===== src/bpc_pkg.sv =====
package bpc_pkg;

	localparam int COUNT_BITS_DEF = 10;
	localparam int TICK_W = 10;
	localparam int CFG_IDX_W = 3;
	localparam logic [TICK_W-1:0] HELD_MAX = '1;

	localparam logic [TICK_W-1:0] DEBOUNCE_RST = 10'd4;
	localparam logic [TICK_W-1:0] PROGRESS_RST = 10'd25;
	localparam logic [TICK_W-1:0] LONG_HOLD_RST = 10'd150;
	localparam logic [TICK_W-1:0] RELEASE_RST = 10'd12;
	localparam logic [TICK_W-1:0] LOCKOUT_RST = 10'd40;
	localparam logic [TICK_W-1:0] BLANK_RST = 10'd6;

	typedef enum logic [CFG_IDX_W-1:0] {
		CFG_DEBOUNCE  = 3'd0,
		CFG_PROGRESS  = 3'd1,
		CFG_LONG_HOLD = 3'd2,
		CFG_RELEASE   = 3'd3,
		CFG_LOCKOUT   = 3'd4,
		CFG_BLANK     = 3'd5
	} cfg_idx_t;

	typedef enum logic [1:0] {
		PH_IDLE    = 2'd0,
		PH_PRESSED = 2'd1,
		PH_WAIT    = 2'd2,
		PH_BLANK   = 2'd3
	} phase_t;

	typedef enum logic [3:0] {
		EV_NONE      = 4'd0,
		EV_POWER_ON  = 4'd1,
		EV_POWER_OFF = 4'd2,
		EV_CAPTURE   = 4'd3,
		EV_LOCKOUT   = 4'd4,
		EV_OFF       = 4'd5,
		EV_NOCONN    = 4'd6,
		EV_NOTREADY  = 4'd7,
		EV_BOUNCE    = 4'd8
	} event_t;

	typedef enum logic [1:0] {
		PROG_NONE  = 2'd0,
		PROG_FILL  = 2'd1,
		PROG_DRAIN = 2'd2
	} prog_t;

	typedef enum logic [1:0] {
		COLOR_OFF   = 2'd0,
		COLOR_WHITE = 2'd1,
		COLOR_BLUE  = 2'd2
	} color_t;

	typedef struct packed {
		logic button_pressed;
		logic link_connected;
		logic receiver_ready;
	} in_word_t;

	typedef struct packed {
		logic [3:0]        event_code;
		logic              power_on;
		logic [1:0]        progress_mode;
		logic [TICK_W-1:0] held_count;
		logic [1:0]        status_color;
	} out_word_t;

	typedef struct packed {
		logic [TICK_W-1:0] debounce_ticks;
		logic [TICK_W-1:0] progress_ticks;
		logic [TICK_W-1:0] long_hold_ticks;
		logic [TICK_W-1:0] release_ticks;
		logic [TICK_W-1:0] lockout_ticks;
		logic [TICK_W-1:0] blank_ticks;
	} cfg_t;

endpackage


===== src/bpc_core.sv =====
module bpc_core #(
	parameter int COUNT_BITS = bpc_pkg::COUNT_BITS_DEF
) (
	input  logic               clk,
	input  logic               arst_n,
	input  logic               step,
	input  bpc_pkg::in_word_t  in_word,
	input  bpc_pkg::cfg_t      cfg,
	output bpc_pkg::out_word_t res
);
	import bpc_pkg::*;

	localparam int CMP_W = (COUNT_BITS > TICK_W) ? COUNT_BITS : TICK_W;
	localparam logic [COUNT_BITS-1:0] CNT_MAX = '1;
	localparam logic [CMP_W-1:0] CNT_MAX_X = CMP_W'(CNT_MAX);
	localparam logic [CMP_W-1:0] HELD_MAX_X = CMP_W'(HELD_MAX);

	phase_t                phase_q, phase_d, end_phase;
	logic                  power_q, power_d;
	logic [COUNT_BITS-1:0] hold_q, hold_d, rel_q, rel_d, lock_q, lock_d, blank_q, blank_d;
	logic [COUNT_BITS-1:0] lock_dec, hold_inc, judge_val, blank_dec, blank_load;
	logic                  btn, prog_hit, long_hit, short_bounce, rel_done, do_judge;
	logic [CMP_W-1:0]      held_x;
	event_t                ev;
	prog_t                 prog;

	function automatic logic [COUNT_BITS-1:0] sat_load(input logic [TICK_W-1:0] v);
		logic [CMP_W-1:0] vx;
		vx = CMP_W'(v);
		sat_load = (vx > CNT_MAX_X) ? CNT_MAX : vx[COUNT_BITS-1:0];
	endfunction

	always_comb begin
		btn          = in_word.button_pressed;
		lock_dec     = (lock_q != '0) ? lock_q - COUNT_BITS'(1) : lock_q;
		hold_inc     = (hold_q != CNT_MAX) ? hold_q + COUNT_BITS'(1) : hold_q;
		blank_dec    = (blank_q != '0) ? blank_q - COUNT_BITS'(1) : blank_q;
		judge_val    = (phase_q == PH_IDLE) ? '0 : hold_inc;
		prog_hit     = CMP_W'(judge_val) >= CMP_W'(cfg.progress_ticks);
		long_hit     = CMP_W'(judge_val) >= CMP_W'(cfg.long_hold_ticks);
		short_bounce = CMP_W'(hold_inc) < CMP_W'(cfg.debounce_ticks);
		rel_done     = CMP_W'(rel_q) >= CMP_W'(cfg.release_ticks);
		end_phase    = (cfg.blank_ticks == '0) ? PH_IDLE : PH_BLANK;
		blank_load   = (cfg.blank_ticks == '0) ? '0 : sat_load(cfg.blank_ticks);
		do_judge     = btn && (phase_q == PH_IDLE || phase_q == PH_PRESSED);
	end

	// next phase
	always_comb begin
		phase_d = phase_q;
		unique case (phase_q)
			PH_IDLE: begin
				if (btn) begin
					phase_d = long_hit ? PH_WAIT : PH_PRESSED;
				end
			end
			PH_PRESSED: begin
				if (btn) begin
					phase_d = long_hit ? PH_WAIT : PH_PRESSED;
				end else begin
					phase_d = end_phase;
				end
			end
			PH_WAIT: begin
				if (!btn && rel_done) begin
					phase_d = end_phase;
				end
			end
			PH_BLANK: begin
				if (blank_dec == '0) begin
					phase_d = PH_IDLE;
				end
			end
			default: phase_d = PH_IDLE;
		endcase
	end

	// counters and result
	always_comb begin
		power_d = power_q;
		hold_d  = hold_q;
		rel_d   = rel_q;
		lock_d  = lock_dec;
		blank_d = blank_q;
		ev      = EV_NONE;
		prog    = PROG_NONE;
		unique case (phase_q)
			PH_IDLE: begin
				if (btn) begin
					hold_d = '0;
				end
			end
			PH_PRESSED: begin
				hold_d = hold_inc;
				if (!btn) begin
					blank_d = blank_load;
					if (short_bounce) begin
						ev = EV_BOUNCE;
					end else if (lock_dec != '0) begin
						ev = EV_LOCKOUT;
					end else if (!power_q) begin
						ev = EV_OFF;
					end else if (!in_word.link_connected) begin
						ev = EV_NOCONN;
					end else if (!in_word.receiver_ready) begin
						ev = EV_NOTREADY;
					end else begin
						ev = EV_CAPTURE;
					end
				end
			end
			PH_WAIT: begin
				if (btn) begin
					rel_d = '0;
				end else if (rel_done) begin
					lock_d  = sat_load(cfg.lockout_ticks);
					blank_d = blank_load;
				end else if (rel_q != CNT_MAX) begin
					rel_d = rel_q + COUNT_BITS'(1);
				end
			end
			PH_BLANK: begin
				blank_d = blank_dec;
			end
			default: blank_d = blank_q;
		endcase
		if (do_judge) begin
			if (prog_hit) begin
				prog = power_q ? PROG_DRAIN : PROG_FILL;
			end
			if (long_hit) begin
				power_d = !power_q;
				ev      = power_q ? EV_POWER_OFF : EV_POWER_ON;
				rel_d   = '0;
			end
		end
		held_x            = CMP_W'(hold_d);
		res.event_code    = ev;
		res.power_on      = power_d;
		res.progress_mode = prog;
		res.held_count    = (held_x > HELD_MAX_X) ? HELD_MAX : held_x[TICK_W-1:0];
		res.status_color  = power_d ? (in_word.link_connected ? COLOR_BLUE : COLOR_WHITE)
		                            : COLOR_OFF;
	end

	always_ff @(posedge clk or negedge arst_n) begin
		if (!arst_n) begin
			phase_q <= PH_IDLE;
			power_q <= 1'b0;
			hold_q  <= '0;
			rel_q   <= '0;
			lock_q  <= '0;
			blank_q <= '0;
		end else if (step) begin
			phase_q <= phase_d;
			power_q <= power_d;
			hold_q  <= hold_d;
			rel_q   <= rel_d;
			lock_q  <= lock_d;
			blank_q <= blank_d;
		end
	end

endmodule


===== src/button_press_power_controller.sv =====
// Button press power controller.
// in channel: one word per poll tick (button level, link connected, receiver
// ready), accepted when in_valid and in_ready are both high.
// out channel: one result word per input word, in order: event code, power
// state after the tick, progress mode, press length and status color.
// cfg channel: cfg_index selects a timing register (debounce, progress, long
// hold, release, lockout, blank), cfg_data is written when cfg_valid is high;
// cfg_ready is always high. Unknown indexes are dropped. Write only while idle.
// The result is registered and appears on out in the cycle after its input word is taken.
// Throughput: one word per cycle unless out stalls; the tick logic sits
// between the state registers and a single result register.
// Stall: while out_ready is held low by a busy receiver the result register
// stays full and in_ready drops until the word is taken; taking the result
// and a new input in the same cycle is supported.
// Reset: power off, idle, all counters zero, timing registers at defaults,
// output register empty.
module button_press_power_controller #(
	parameter int COUNT_BITS = bpc_pkg::COUNT_BITS_DEF
) (
	input  logic                             clk,
	input  logic                             arst_n,
	input  logic                             in_valid,
	output logic                             in_ready,
	input  bpc_pkg::in_word_t                in_data,
	output logic                             out_valid,
	input  logic                             out_ready,
	output bpc_pkg::out_word_t               out_data,
	input  logic                             cfg_valid,
	output logic                             cfg_ready,
	input  logic [bpc_pkg::CFG_IDX_W-1:0]    cfg_index,
	input  logic [bpc_pkg::TICK_W-1:0]       cfg_data
);
	import bpc_pkg::*;

	cfg_t      cfg_q;
	out_word_t res, res_q;
	logic      res_valid_q, step;

	assign in_ready  = !res_valid_q || out_ready;
	assign step      = in_valid && in_ready;
	assign cfg_ready = 1'b1;
	assign out_valid = res_valid_q;
	assign out_data  = res_q;

	always_ff @(posedge clk or negedge arst_n) begin
		if (!arst_n) begin
			cfg_q.debounce_ticks  <= DEBOUNCE_RST;
			cfg_q.progress_ticks  <= PROGRESS_RST;
			cfg_q.long_hold_ticks <= LONG_HOLD_RST;
			cfg_q.release_ticks   <= RELEASE_RST;
			cfg_q.lockout_ticks   <= LOCKOUT_RST;
			cfg_q.blank_ticks     <= BLANK_RST;
		end else if (cfg_valid) begin
			unique case (cfg_idx_t'(cfg_index))
				CFG_DEBOUNCE:  cfg_q.debounce_ticks  <= cfg_data;
				CFG_PROGRESS:  cfg_q.progress_ticks  <= cfg_data;
				CFG_LONG_HOLD: cfg_q.long_hold_ticks <= cfg_data;
				CFG_RELEASE:   cfg_q.release_ticks   <= cfg_data;
				CFG_LOCKOUT:   cfg_q.lockout_ticks   <= cfg_data;
				CFG_BLANK:     cfg_q.blank_ticks     <= cfg_data;
				default:       cfg_q <= cfg_q;
			endcase
		end
	end

	bpc_core #(
		.COUNT_BITS(COUNT_BITS)
	) u_core (
		.clk     (clk),
		.arst_n  (arst_n),
		.step    (step),
		.in_word (in_data),
		.cfg     (cfg_q),
		.res     (res)
	);

	always_ff @(posedge clk or negedge arst_n) begin
		if (!arst_n) begin
			res_valid_q <= 1'b0;
		end else if (in_ready) begin
			res_valid_q <= in_valid;
		end
	end

	always_ff @(posedge clk) begin
		if (step) begin
			res_q <= res;
		end
	end

endmodule


===== config.mk =====
export PLATFORM = sky130hd
export DESIGN_NAME = button_press_power_controller
export DESIGN_NICKNAME = d
export VERILOG_FILES = /design/src/bpc_pkg.sv /design/src/bpc_core.sv /design/src/button_press_power_controller.sv
export SDC_FILE = /design/constraint.sdc
export NUM_CORES = 1
export LEC_CHECK = 0
export BUFFER_PORTS_ARGS = -buffer_cell sky130_fd_sc_hd__buf_4
export CAP_MARGIN = 40
export CORE_ASPECT_RATIO = 1.1
export CORE_MARGIN = 3
export CORE_UTILIZATION = 40
export CTS_CLUSTER_SIZE = 40
export DETAILED_ROUTE_END_ITERATION = 10
export PLACE_DENSITY = 0.67
export SYNTH_ARGS = -nofsm -noshare
export SYNTH_HDL_FRONTEND = slang
export SYNTH_SLANG_ARGS = --single-unit

===== constraint.sdc =====
create_clock -name clk -period 3.5 [get_ports clk]
set_clock_uncertainty 0.15 [all_clocks]
set_input_delay 0.175 -clock clk [delete_from_list [all_inputs] [get_ports clk]]
set_output_delay 0.175 -clock clk [all_outputs]
set_load 0.01 [all_outputs]

==> impl_metrics.env <==
export IMPL_status="completed"
export IMPL_synthAdderAreaFrac_pct=7.14
export IMPL_drv_slew=0
export IMPL_setup_viol=0
export IMPL_die_x_um=134
export IMPL_synth_enable_flop_cells=19
export IMPL_rsz0062_at_grt="no"
export IMPL_clk_path_buf_depth=2
export IMPL_cts_root_buffer="clkbuf_16"
export IMPL_drtPass1Iterations=5
export IMPL_port_buffers=41
export IMPL_final_hold_violation_count=0
export IMPL_ys_seq_elements=123
export IMPL_rows=50
export IMPL_gp_congestion=0.925
export IMPL_crit_slowest_cell="or4b_2"
export IMPL_io_pins=43
export IMPL_fin_cells=1079
export IMPL_cts_buffers=17
export IMPL_vias=5916
export IMPL_slowest_delay_ns=0.69
export IMPL_mostFrequentLayoutCells="dfrtp_1 (90), nand2_1 (83), o21ai_0 (81), buf_4 (68), inv_1 (56)"
export IMPL_final_common_cell="dfrtp_1"
export IMPL_groute_usage_overall_pct=19.5
export IMPL_finalNetCount=894
export IMPL_totalWireLength_mm=18.4
export IMPL_dpl_worst_slack_ns=0.0742
export IMPL_relSlewSlack_pct=40.4
export IMPL_crit_chain="ha_1, and4_4, nand3_2, buf_4, mux2i_1, buf_4, inv_1, ha_1, or4b_2, nand4_1, o211ai_1, nand2_1, a22oi_1"
export IMPL_synthArstFlopShare_pct=84.6
export IMPL_finalSetupTns_ns=0
export IMPL_dpl_cell_count=1033
export IMPL_drc=0
export IMPL_arrival_ns=3.34
export IMPL_synth_cell_types=78
export IMPL_hp_class="input pin to register"
export IMPL_synth_main_ff_cell="dfrtp_1"
export IMPL_max_freq_ghz=0.300
export IMPL_cellLeakagePower_nw=3.79
export IMPL_grt_pass1_wl_mm=30.4
export IMPL_clk_pin_slew_ns=0.05
export IMPL_worst_pin_slew_ns=0.889
export IMPL_wl_per_cell_um=17.0
export IMPL_coreArea_um2=17300
export IMPL_synthSimpleGateAreaFrac_pct=18.1
export IMPL_numClockSinks=123
export IMPL_grt_start_max_net_pins=43
export IMPL_clk_latency_ns=0.42
export IMPL_start_util_pct=41.5
export IMPL_grt_overflow=0
export IMPL_antenna_found_initial=0
export IMPL_die_h_um=147
export IMPL_worstSetupPathType="register to register"
export IMPL_ir_drop_uv=415
export IMPL_period_share_pct=95.2
export IMPL_area_growth_syn_to_layout_pct=20.9
export IMPL_syn_nets=823
export IMPL_fin_crit_ns=3.33
export IMPL_critPathBufInv=3
export IMPL_power_density_nw_per_um2=765
export IMPL_post_cts_buffers=0
export IMPL_post_route_util_pct=50.1
export IMPL_seq_area_frac_synth_pct=44.4
export IMPL_p_total_mw=6.65
export IMPL_h_tree_depth=4
export IMPL_required_ns=3.51
export IMPL_dr_first_iter_drc_count=359
export IMPL_cp_start_kind="register"
export IMPL_cp_end_kind="register"
export IMPL_synth_top_family_by_area="simple AND/OR/NAND/NOR gates"
export IMPL_maxCapViolCount=0
export IMPL_path_delay_family="simple AND/OR/NAND/NOR gates"
export IMPL_grt_pass1_vias=5799
export IMPL_postRouteAntennaNets=0
export IMPL_synth_compound_area_share_pct=17.6
export IMPL_yosysWarnings=0
export IMPL_diodes=0
export IMPL_layout_setup_ws_ns=0.167
export IMPL_syn_area_um2=7190
export IMPL_syn_avg_cell_area_um2=9.45
export IMPL_cts_tree="yes"
export IMPL_viasPerCell=5.48
export IMPL_path_max_fanout=7
export IMPL_layout_drive_gt1_share_pct=21.7
export IMPL_hpwlAfterDp_mm=13.4
export IMPL_synth_xor_area_share_pct=0.853
export IMPL_netlist_instances=761
export IMPL_die_area_um2=19600
export IMPL_synth_mux_area_share_pct=6.95
==> Yosys cell counts (all sizes together), types with 4 or more instances <==
master	instances	share of area, %
ha	41	7.1
or3	5	0.57
nand4	13	1.1
inv	56	2.9
a22oi	7	0.73
dfstp	14	5.1
a21oi	44	3.2
nor2	53	2.8
nor2b	8	0.70
dfrtp	90	31
nor4	13	1.4
o21a	8	0.84
a211oi	6	0.80
nand3	14	1.0
edfxtp	19	7.9
and3	8	0.70
o211ai	5	0.52
a31oi	5	0.44
and4	5	0.64
nand2b	9	0.78
buf	8	0.68
o21ai	85	6.0
clkbuf	24	1.3
nand2	83	4.3
xor2	4	0.49
mux2i	6	0.84
mux2	39	6.1
nor3	25	1.8
o22ai	7	0.61
==> worst min-delay path, stage by stage <==
cell and delay (ns):
buf_4 0.11, nand4_1 0.07, and2_1 0.12
==> power breakdown <==
part | switching (mW) | internal, mW
combinational | 1.51 | 1.09
clock | 0.644 | 1.18
sequential | 0.358 | 1.88
total | 2.51 | 4.14
==> final timing paths <==
kind                                  startpoint          endpoint  slack, ns  cells after the start
min in group asynchronous                 arst_n  u_core.lock_q[0]       0.08                      2
worst max-delay path            u_core.hold_q[0]      out_data[15]       0.17                     13
max in group asynchronous                 arst_n         cfg_q[22]       2.45                      3
worst min-delay path                  in_data[0]      out_data[17]       0.02                      3
worst max register to register  u_core.hold_q[0]      out_data[15]       0.17                     13
worst min register to register         cfg_q[29]         cfg_q[29]       0.36                      1
==> final cells by class <==
cell class	count	area, µm²
clock inverters	10	139
well taps	234	293
clock buffers	22	475
multi-input cells	549	3700
repair buffers	84	676
flip-flops and latches	123	3190
inverters	57	214
fillers	1619	8640
==> flip-flops by register name, indices dropped and copies added, names as in the netlist <==
signal and flops:
u_core.lock_q 10, out_data 19, out_valid 1, u_core.phase_q 2
cfg_q 60, u_core.hold_q 10, u_core.rel_q 10, u_core.blank_q 10
u_core.power_q 1
==> repair_timing <==
| item | in CTS | in global routing |
|---|---|---|
| hold buffers | 14 | 0 |
| hold endpoints to repair | 160 | 0 |
| resized for setup | 0 | 11 |
| endpoints found under the setup margin | 0 | 14 |
==> routing by layer <==
metal  wire (µm)  GRT usage, %  up-vias
met2        8940          31.9      139
met3         837          4.14       18
met1        8370          26.2     2876
met4         236          5.45        0
li1            -             -     2883
met5           0             0        -
==> metrics by stage <==
stage	hold WS, ns	area (µm²)
after floorplan	-0.271	7190
after global placement	0.207	7870
after detailed placement	-0.0188	7900
after CTS	0.00833	8650
after global routing	0.0114	8690
final	0.0206	8690
==> logic make-up after synthesis <==
family | count (synthesis)
AOI/OAI and AO/OA | 201
DFF | 123
and+or+nand+nor | 254
buffers and inverters | 89
adders and majority gates | 41
muxes | 45
xor gates and xnor gates | 7
other | 1
(Power assumes the default switching activity.)
